--- src/sv/polygon_star_vertex_generator_macros.svh ---
// Assertion macros shared by the polygon and star vertex generator RTL.
`ifndef POLYGON_STAR_VERTEX_GENERATOR_MACROS_SVH
`define POLYGON_STAR_VERTEX_GENERATOR_MACROS_SVH
`ifndef SYNTHESIS
// Checks that the consequent holds in the same cycle as the antecedent.
`define PSV_ASSERT_SAME(lbl, ante, cons) \
  lbl: assert property (@(posedge clk) disable iff (!rst_n) (ante) |-> (cons)) \
    else $error("same-cycle check failed");
// Checks that the consequent holds in the cycle after the antecedent.
`define PSV_ASSERT_NEXT(lbl, ante, cons) \
  lbl: assert property (@(posedge clk) disable iff (!rst_n) (ante) |=> (cons)) \
    else $error("next-cycle check failed");
`else
`define PSV_ASSERT_SAME(lbl, ante, cons)
`define PSV_ASSERT_NEXT(lbl, ante, cons)
`endif
`endif

--- src/sv/psv_pkg.sv ---
// Types and constants shared by the polygon and star vertex generator.
package psv_pkg;

  localparam int CORDIC_N = 30;
  localparam int XW = 34;

  localparam logic [24:0] DEG360 = 25'd23592960;
  localparam logic [24:0] DEG_BIAS = 25'd524288;
  // Reciprocals of 45: 2^19 / 45 and 2^30 / 45, rounded up.
  localparam logic [13:0] RCP45_HI = 14'd11651;
  localparam logic [24:0] RCP45_M = 25'd23860930;
  localparam logic signed [XW-1:0] GAIN = 34'sd652032874;

  localparam logic [31:0] ATAN [CORDIC_N] = '{
    32'd536870912, 32'd316933406, 32'd167458907, 32'd85004756, 32'd42667331,
    32'd21354465, 32'd10679838, 32'd5340245, 32'd2670163, 32'd1335087,
    32'd667544, 32'd333772, 32'd166886, 32'd83443, 32'd41722,
    32'd20861, 32'd10430, 32'd5215, 32'd2608, 32'd1304,
    32'd652, 32'd326, 32'd163, 32'd81, 32'd41,
    32'd20, 32'd10, 32'd5, 32'd3, 32'd1
  };

  typedef struct packed {
    logic signed [31:0] center_x;
    logic signed [31:0] center_y;
    logic signed [31:0] outer_radius;
    logic signed [31:0] inner_radius;
    logic signed [31:0] rotation_deg;
    logic [4:0]         point_count;
    logic               star_mode;
  } in_t;

  typedef struct packed {
    logic signed [31:0] vertex_x;
    logic signed [31:0] vertex_y;
    logic               is_move;
    logic               is_last;
  } out_t;

  // Per-vertex data that rides along the trig pipeline.
  typedef struct packed {
    logic signed [31:0] cx;
    logic signed [31:0] cy;
    logic signed [31:0] rad;
    logic               mv;
    logic               last;
  } pnt_t;

endpackage

--- src/sv/psv_seq.sv ---
// Request sequencer: angle reduction, arc step setup and vertex issue.
module psv_seq #(
  parameter int MAX_POINTS = 31
) (
  input  logic          clk,
  input  logic          rst_n,
  input  logic          in_valid,
  output logic          in_stall,
  input  psv_pkg::in_t  in_data,
  input  logic          adv,
  output logic          iss_valid,
  output logic [31:0]   iss_ang,
  output psv_pkg::pnt_t iss_pnt
);
  import psv_pkg::*;

  typedef enum logic [2:0] {S_IDLE, S_MODR, S_BIAS, S_ANGL, S_STRT, S_RCPR, S_EMIT} state_t;

  state_t      state_r;
  in_t         req_r;
  logic [5:0]  dcnt_r;
  logic [37:0] dvd_r;
  logic [24:0] rem_r;
  logic [24:0] dvs_r;
  logic [5:0]  bit_r;
  logic [24:0] m_r;
  logic [18:0] q2_r;
  logic [31:0] start_r;
  logic [32:0] qinc_r;
  logic [5:0]  rinc_r;
  logic [32:0] qacc_r;
  logic [5:0]  racc_r;
  logic [5:0]  j_r;

  logic [25:0] trial;
  logic        ge;
  logic [24:0] rem_nxt;
  logic [37:0] dvd_nxt;
  logic [24:0] m_nxt;
  logic [4:0]  cnt_sat;
  logic [5:0]  dcnt_nxt;
  logic [6:0]  rsum;
  logic [31:0] rot_u;
  logic [26:0] hprod;
  logic [7:0]  hq;
  logic [12:0] hm45;
  logic [12:0] hr;
  logic [24:0] rem_mod;
  logic [49:0] mprod;
  logic [24:0] mq45;
  logic [24:0] bsub;
  logic [12:0] tab;

  // One restoring division step for the arc step reciprocal.
  always_comb begin
    trial   = {rem_r, dvd_r[37]};
    ge      = trial >= {1'b0, dvs_r};
    rem_nxt = ge ? 25'(trial - {1'b0, dvs_r}) : trial[24:0];
    dvd_nxt = {dvd_r[36:0], ge};
  end

  // Angle reduction: the full turn is 45 * 2^19, so only the top 13 bits need
  // a remainder by 45, done by reciprocal multiplication.
  always_comb begin
    rot_u   = req_r.rotation_deg ^ 32'h8000_0000;
    hprod   = {14'd0, rot_u[31:19]} * {13'd0, RCP45_HI};
    hq      = hprod[26:19];
    hm45    = {5'd0, hq} * 13'd45;
    hr      = rot_u[31:19] - hm45;
    rem_mod = {hr[5:0], rot_u[18:0]};
    m_nxt   = (rem_r >= DEG_BIAS) ? (rem_r - DEG_BIAS) : (rem_r + DEG360 - DEG_BIAS);
  end

  // Angle scaling: start = m * 2^13 / 45 = q * 2^13 + floor(2^13 * b / 45), with
  // m = 45 q + b; 2^13 = 45 * 182 + 2 gives the second term as 182 b, plus one from b = 23.
  always_comb begin
    mprod = {25'd0, m_r} * {25'd0, RCP45_M};
    mq45  = {6'd0, q2_r} * 25'd45;
    bsub  = m_r - mq45;
    tab   = {7'd0, bsub[5:0]} * 13'd182 + {12'd0, bsub[5:0] >= 6'd23};
  end

  // Step count: twice the point count in star mode.
  always_comb begin
    cnt_sat  = (in_data.point_count > 5'(MAX_POINTS)) ? 5'(MAX_POINTS) : in_data.point_count;
    dcnt_nxt = in_data.star_mode ? {cnt_sat, 1'b0} : {1'b0, cnt_sat};
    rsum     = {1'b0, racc_r} + {1'b0, rinc_r};
  end

  // Vertex issue toward the trig pipeline.
  always_comb begin
    in_stall      = state_r != S_IDLE;
    iss_valid     = (state_r == S_EMIT) && adv;
    iss_ang       = start_r + qacc_r[31:0];
    iss_pnt.cx    = req_r.center_x;
    iss_pnt.cy    = req_r.center_y;
    iss_pnt.rad   = (req_r.star_mode && j_r[0]) ? req_r.inner_radius : req_r.outer_radius;
    iss_pnt.mv    = j_r == 6'd0;
    iss_pnt.last  = j_r == dcnt_r;
  end

  // Sequencer state and working registers.
  always_ff @(posedge clk) begin
    if (!rst_n) begin
      state_r <= S_IDLE;
    end else begin
      unique case (state_r)
        S_IDLE: begin
          if (in_valid) begin
            req_r   <= in_data;
            dcnt_r  <= dcnt_nxt;
            state_r <= S_MODR;
          end
        end
        S_MODR: begin
          rem_r   <= rem_mod;
          state_r <= S_BIAS;
        end
        S_BIAS: begin
          m_r     <= m_nxt;
          state_r <= S_ANGL;
        end
        S_ANGL: begin
          q2_r    <= mprod[48:30];
          state_r <= S_STRT;
        end
        S_STRT: begin
          start_r <= {q2_r, tab};
          qacc_r  <= '0;
          racc_r  <= '0;
          j_r     <= '0;
          qinc_r  <= '0;
          rinc_r  <= '0;
          if (dcnt_r == 6'd0) begin
            state_r <= S_EMIT;
          end else begin
            dvd_r   <= {1'b1, 37'd0};
            rem_r   <= '0;
            dvs_r   <= {19'd0, dcnt_r};
            bit_r   <= 6'd32;
            state_r <= S_RCPR;
          end
        end
        S_RCPR: begin
          rem_r <= rem_nxt;
          dvd_r <= dvd_nxt;
          bit_r <= bit_r - 6'd1;
          if (bit_r == 6'd0) begin
            qinc_r  <= dvd_nxt[32:0];
            rinc_r  <= rem_nxt[5:0];
            state_r <= S_EMIT;
          end
        end
        S_EMIT: begin
          if (adv) begin
            if (j_r == dcnt_r) begin
              state_r <= S_IDLE;
            end else begin
              j_r <= j_r + 6'd1;
              if (rsum >= {1'b0, dcnt_r}) begin
                racc_r <= 6'(rsum - {1'b0, dcnt_r});
                qacc_r <= qacc_r + qinc_r + 33'd1;
              end else begin
                racc_r <= rsum[5:0];
                qacc_r <= qacc_r + qinc_r;
              end
            end
          end
        end
        default: state_r <= S_IDLE;
      endcase
    end
  end

endmodule

--- config.mk ---
export PLATFORM = sky130hd
export DESIGN_NAME = psv_seq
export DESIGN_NICKNAME = d
export VERILOG_FILES = /design/src/sv/polygon_star_vertex_generator_macros.svh /design/src/sv/psv_pkg.sv /design/src/sv/psv_seq.sv
export SDC_FILE = /design/constraint.sdc
export NUM_CORES = 1
export LEC_CHECK = 0
export BUFFER_PORTS_ARGS = -buffer_cell sky130_fd_sc_hd__buf_2
export CORE_MARGIN = 2
export CORE_UTILIZATION = 37
export CTS_CLUSTER_SIZE = 28
export DETAILED_ROUTE_END_ITERATION = 16
export GPL_TIMING_DRIVEN = 0
export PLACE_DENSITY = 0.61
export REMOVE_ABC_BUFFERS = 1
export SLEW_MARGIN = 20
export SYNTH_ARGS = -nofsm -noshare
export SYNTH_HDL_FRONTEND = slang
export SYNTH_SLANG_ARGS = --single-unit
--- constraint.sdc ---
create_clock -name clk -period 11.4 [get_ports clk]
set_input_delay 1.14 -clock clk [delete_from_list [all_inputs] [get_ports clk]]
set_output_delay 1.14 -clock clk [all_outputs]
set_load 0.02 [all_outputs]
== Word level (Yosys, flattened, before mapping) ==
Index checks and enable logic that the tools add are counted.
W data, S select, Z words.

* Register bits: 405
* Bits in latches: 0
* Bits in writable memories: 0
* Memory bits (read-only): 0
* Input port bits: 170
* Output and inout bits: 132
* Word-level logic and storage cells: 113
* Memories kept: 0

* Add/subtract/negate cells: 14
* $mul: 5
* Div/mod/pow operators: 0
* Order comparisons: 5
* Eq/ne operators: 13
* Shift-type cells: 0
* Multiplexer cells: 32
* Bitwise logic cells: 2
* Reductions and logical operators: 20

{| class="wikitable"
|+ Operator list
! cell !! number
|-
| $mux W33 || 4
|-
| $pmux W33 S2 || 2
|-
| $pmux W38 S2 || 1
|-
| $mux W25 || 3
|-
| $pmux W25 S3 || 1
|-
| $sub A25 B20 Y25 const B || 2
|-
| $mul A25 B24 Y48 const B || 1
|-
| $pmux W6 S2 || 4
|-
| $mux W6 || 7
|-
| $mux W38 || 1
|-
| $add A33 B1 Y33 const B || 1
|-
| $add A33 B33 Y33 || 1
|-
| $add A32 B32 Y32 || 1
|-
| $mux W32 || 1
|-
| $mul A13 B14 Y27 const B || 1
|-
| $ge A26 B6 Y1 || 1
|-
| $add A25 B25 Y25 const B || 1
|-
| $ge A25 B20 Y1 const B || 1
|-
| $sub A25 B6 Y25 || 1
|-
| $pmux W3 S7 || 1
|-
| $mul A19 B6 Y6 const B || 1
|-
| $logic_not A6 Y1 || 3
|-
| $sub A6 B6 Y6 || 3
|-
| $reduce_and A3 Y1 || 5
|-
| 24 further kinds || 43
|}

== Depth between registers and ports, before layout ==
* Depth after elaboration: 6
* Mapped depth: 29
* Gate-level depth less buffers: 29

== Worst setup path after synthesis ==
Ideal clock, no wire load.

* Path kind: input -> register
* Start point: in rst_n
* End point: reg dcnt_r[0], enable pin
* Library setup time: 0.695 ns
* Arrival time: 8.376 ns
* Data required time: 10.705 ns
* Slack: 2.328 ns
* Cell stages on the path: 3
* Path buffers: 1
* Cells stage by stage: clkbuf_1 -> nand2_1 -> nor2_1

* Cells in the longest elaborated chain, start to end: 1

{| class="wikitable"
|+ Ends and longest elaborated chain
! what !! RTL line !! source
|-
| start: declaration || psv_seq.sv:6 || <nowiki>input logic rst_n,</nowiki>
|-
| $reduce_and A3 Y1 (no line) || - ||
|-
| end signal: assignment || psv_seq.sv:111 || <nowiki>dcnt_r <= dcnt_nxt;</nowiki>
|-
| end: declaration || psv_seq.sv:21 || <nowiki>logic [5:0] dcnt_r;</nowiki>
|}

No other way between the ends.
A chain may end at the register's enable or synchronous reset.

== Worst setup path after layout ==
* Start point: reg req_r[30] (netlist bit)
* End point: reg rem_r[24], data pin

* Cells in the longest elaborated chain, start to end: 4

{| class="wikitable"
|+ Ends and longest elaborated chain
! what !! RTL line !! source
|-
| start: declaration || psv_seq.sv:20 || <nowiki>in_t req_r;</nowiki>
|-
| start signal: assignment || psv_seq.sv:110 || <nowiki>req_r <= in_data;</nowiki>
|-
| $mul A13 B14 Y27 || psv_seq.sv:66 || <nowiki>hprod = {14'd0, rot_u[31:19]} * {13'd0, RCP45_HI};</nowiki>
|-
| $mul A8 B6 Y6 || psv_seq.sv:68 || <nowiki>hm45 = {5'd0, hq} * 13'd45;</nowiki>
|-
| $sub A6 B6 Y6 * || psv_seq.sv:69 || <nowiki>hr = rot_u[31:19] - hm45;</nowiki>
|-
| $pmux W25 S3 * || psv_seq.sv:107 || <nowiki>unique case (state_r)</nowiki>
|-
| end signal: assignment || psv_seq.sv:116 || <nowiki>rem_r <= rem_mod;</nowiki>
|-
| end signal: assignment || psv_seq.sv:145 || <nowiki>rem_r <= rem_nxt;</nowiki>
|-
| end: declaration || psv_seq.sv:23 || <nowiki>logic [24:0] rem_r;</nowiki>
|}

Mark *: on every way between the ends. The rest lies on a longest branch, timed or not.

==> impl_metrics.tcl <==
set metrics [dict create \
    start_util_pct 37.3 \
    vias_per_cell 4.85 \
    num_rows 108 \
    fin_crit_sh_pct 68.7 \
    slowest_delay_ns 0.55 \
    dr.pass1.iters 5 \
    endpoint_kind "register" \
    numPortBuffers 301 \
    routed_wl_um 72400 \
    crit_required_ns 11.71 \
    die_h_um 300 \
    grt-ovfl-total 0 \
    fin_nets 3936 \
    drtAntennaViolNets 0 \
    final_cells 4265 \
    fp.coreArea_sq_um 86800 \
    setup_tns_ns 0 \
    synth-edff-count 400 \
    synth_xor_area_share_pct 4.98 \
    synth_cell_types 84 \
    cts.path.max_buffers 3 \
    wire_per_inst_um 17.0 \
    cts_made_buffers 47 \
    clk_pin_slew_ns 0.06 \
    cp.buffers_inverters 6 \
    hpwlAfterDp_um 59800 \
    critPathTopFamily "adder cells" \
    path_max_fanout 5 \
    layout-drive-gt1-share_pct 15.0 \
    dp.cells 4176 \
    worstSkewPairLatency_ns 0.60 \
    synth_compound_area_share_pct 7.87 \
    holdCritPathClass "reg2reg" \
    slew-limit-headroom_pct 30.1 \
    critPathLaunchType "register" \
    synth_ff_type "edfxtp_1" \
    grt_max_degree 46 \
    synth-seq-area-share_pct 37.3 \
    die_x_um 300 \
    gp_congestion 0.907 \
    syn_area_sq_um 32400 \
    antenna_found_initial 9 \
    ff2ff_path_depth 29 \
    io_pins 302 \
    fin_skew_ns 0.0605 \
    syn_to_final_growth_pct 13.1 \
    outcome "complete, no violations" \
    ctsResizeCount 0 \
    cap_violations 0 \
    multi_input_area_sq_um 17800 \
    hold_end "start_r[19]" \
    grt_setup_unrepaired "no" \
    synth_mux_area_share_pct 1.60 \
    ys_ff_latch 403 \
    cts_tree "built" \
    drc 0 \
    synth-simple-area-share_pct 7.97 \
    timing.fmax_mhz 128 \
    syn_avg_cell_area_sq_um 11.5 \
    cpMostUsedCell "ha_1" \
    tightest_slew_ns 1.05 \
    rrSetupSlack_ns 3.57 \
    cts_setup_buffers 0 \
    synth_top_family_by_area "adder cells" \
    clock-sinks 403 \
    whs_path_depth 0 \
    synthAdderAreaFrac_pct 32.5 \
    die_area_sq_um 89800 \
    cp_slowest_cell "fa_1" \
    r2r_end "rem_r[24]" \
    synth_async_sr_flop_share_pct 0 \
    cp.arrival_ns 8.14 \
    grt_pass1_vias 21497 \
    finalCriticalPeriod_ns 7.83 \
    register_area_sq_um 12100 \
    ys_warn_count 0 \
    num-fill-cells 8298 \
    cts_root_buf "clkbuf_16" \
    hp-start "q2_r[6]" \
    setup_violations 0 \
    track_usage_pct 16.4 \
    final_hold_viol_count 0 \
    htree_levels 2 \
    grt_pass1_wl_um 116000 \
    maxSlewViolCount 0 \
    ctsHoldBuffers 0 \
    drt_iter0_drc 1312 \
    r2r-start "req_r[30]" \
    dr_total_vias 20681 \
    setup.worst_path.class "reg2reg" \
    synthCells 2811 \
]
[routing by layer]
| metal | GRT usage (%) | wire, um |
|---|---|---|
| met1 | 21.2 | 31200 |
| met2 | 28.2 | 35000 |
| met3 | 3.09 | 4390 |
| met4 | 4.24 | 1790 |
| met5 | 0 | 24 |
[sequential cells by signal (all words and copies together), names as in the netlist, 19 cells and up]
signal,count
rem_mod,19
qacc_r,32
req_r,78
qinc_r,32
q2_r,19
m_r,25
rem_r,25
iss_pnt,64
start_r,32
dvd_r,38
[metrics by stage]
stage / instance area, sq um / util (%) / hold WS [ns] / setup slack [ns]
final: 36600 / 42.2 / 0.381 / 3.57
after floorplan: 31700 / - / 0.400 / 2.50
after detailed placement: 35000 / 40.4 / 0.405 / 3.55
after CTS: 36600 / 42.1 / 0.374 / 3.51
after global placement: 34600 / 39.9 / 0.403 / -0.643
after global routing: 36600 / 42.2 / 0.389 / 3.07
[synth_stat cells (all sizes together), types with 20 or more instances]
master / number / area share [%]
a211oi: 26 / 0.67
o21ai: 78 / 1.2
buf: 77 / 1.7
inv: 488 / 5.7
mux2: 37 / 1.3
nor3: 41 / 0.65
nor2: 128 / 1.5
nand4: 20 / 0.41
xor2: 51 / 1.4
nor2b: 20 / 0.39
fa: 242 / 15
xnor2: 133 / 3.6
a21oi: 122 / 1.9
ha: 454 / 18
edfxtp: 400 / 37
nand3: 41 / 0.63
clkbuf: 30 / 0.35
a21o: 46 / 1.1
and3: 55 / 1.1
nand2: 88 / 1.0
[area by class of cell]
class	instances	area share, %
antenna	2	0.0137
clock buffer	58	3.33
clock inverter	29	0.811
inverter	489	5.02
multi-input combinational	1812	48.8
sequential	403	33.0
tap	1155	3.95
timing repair buffer	317	5.07
[worst max-delay path by stage]
stage               depth (start not counted)  slack, ns       from        end
global placement                            3      -0.64      rst_n  req_r[69]
global route                               29       3.07  req_r[30]  rem_r[24]
floorplan                                   2       2.50      rst_n  dcnt_r[0]
finish                                     29       3.57  req_r[30]  rem_r[24]
detailed placement                         29       3.55  req_r[30]  rem_r[24]
CTS                                        29       3.51  req_r[30]  rem_r[24]
[kinds of logic after synthesis]
kind of cell               Yosys count
AOI/OAI and AO/OA                  393
xor gates and xnor gates           184
adders and majority gates          696
buffers and inverters              596
DFF                                403
muxes                               47
and+or+nand+nor                    492
[placed cells by master, fill, tap and decap left out, types with 8 or more instances in the layout]
master     netlist  layout
and2_1          16      16
or2_2            8       8
a31oi_1         11      11
ha_1           454     454
fa_1           242     242
nand2_1         88      87
a21oi_1        121     119
a211oi_1        22      22
inv_1          488     488
edfxtp_1       400     400
o21a_1          18      18
clkbuf_16        0      47
nor3_1          40      40
o211ai_1         8       8
mux2_2          36      36
nor2_1         128     126
nand4_1         19      19
o22ai_1          8       8
nand3_1         41      40
buf_2            7     301
clkbuf_1        30      11
and3_1          55      55
nor2b_1         19      18
o21ai_0         70      69
xor2_1          51      51
or3_1            8       8
nand2b_1        17      16
o21bai_1        19      19
mux2i_1         10      10
xnor2_1        133     133
nor4_1          13      13
and4_1          13      12
a21o_1          46      46
Power is left out: the tool's default activity adds up to more than one toggle a clock period on the data nets, which glitch-free logic cannot reach.
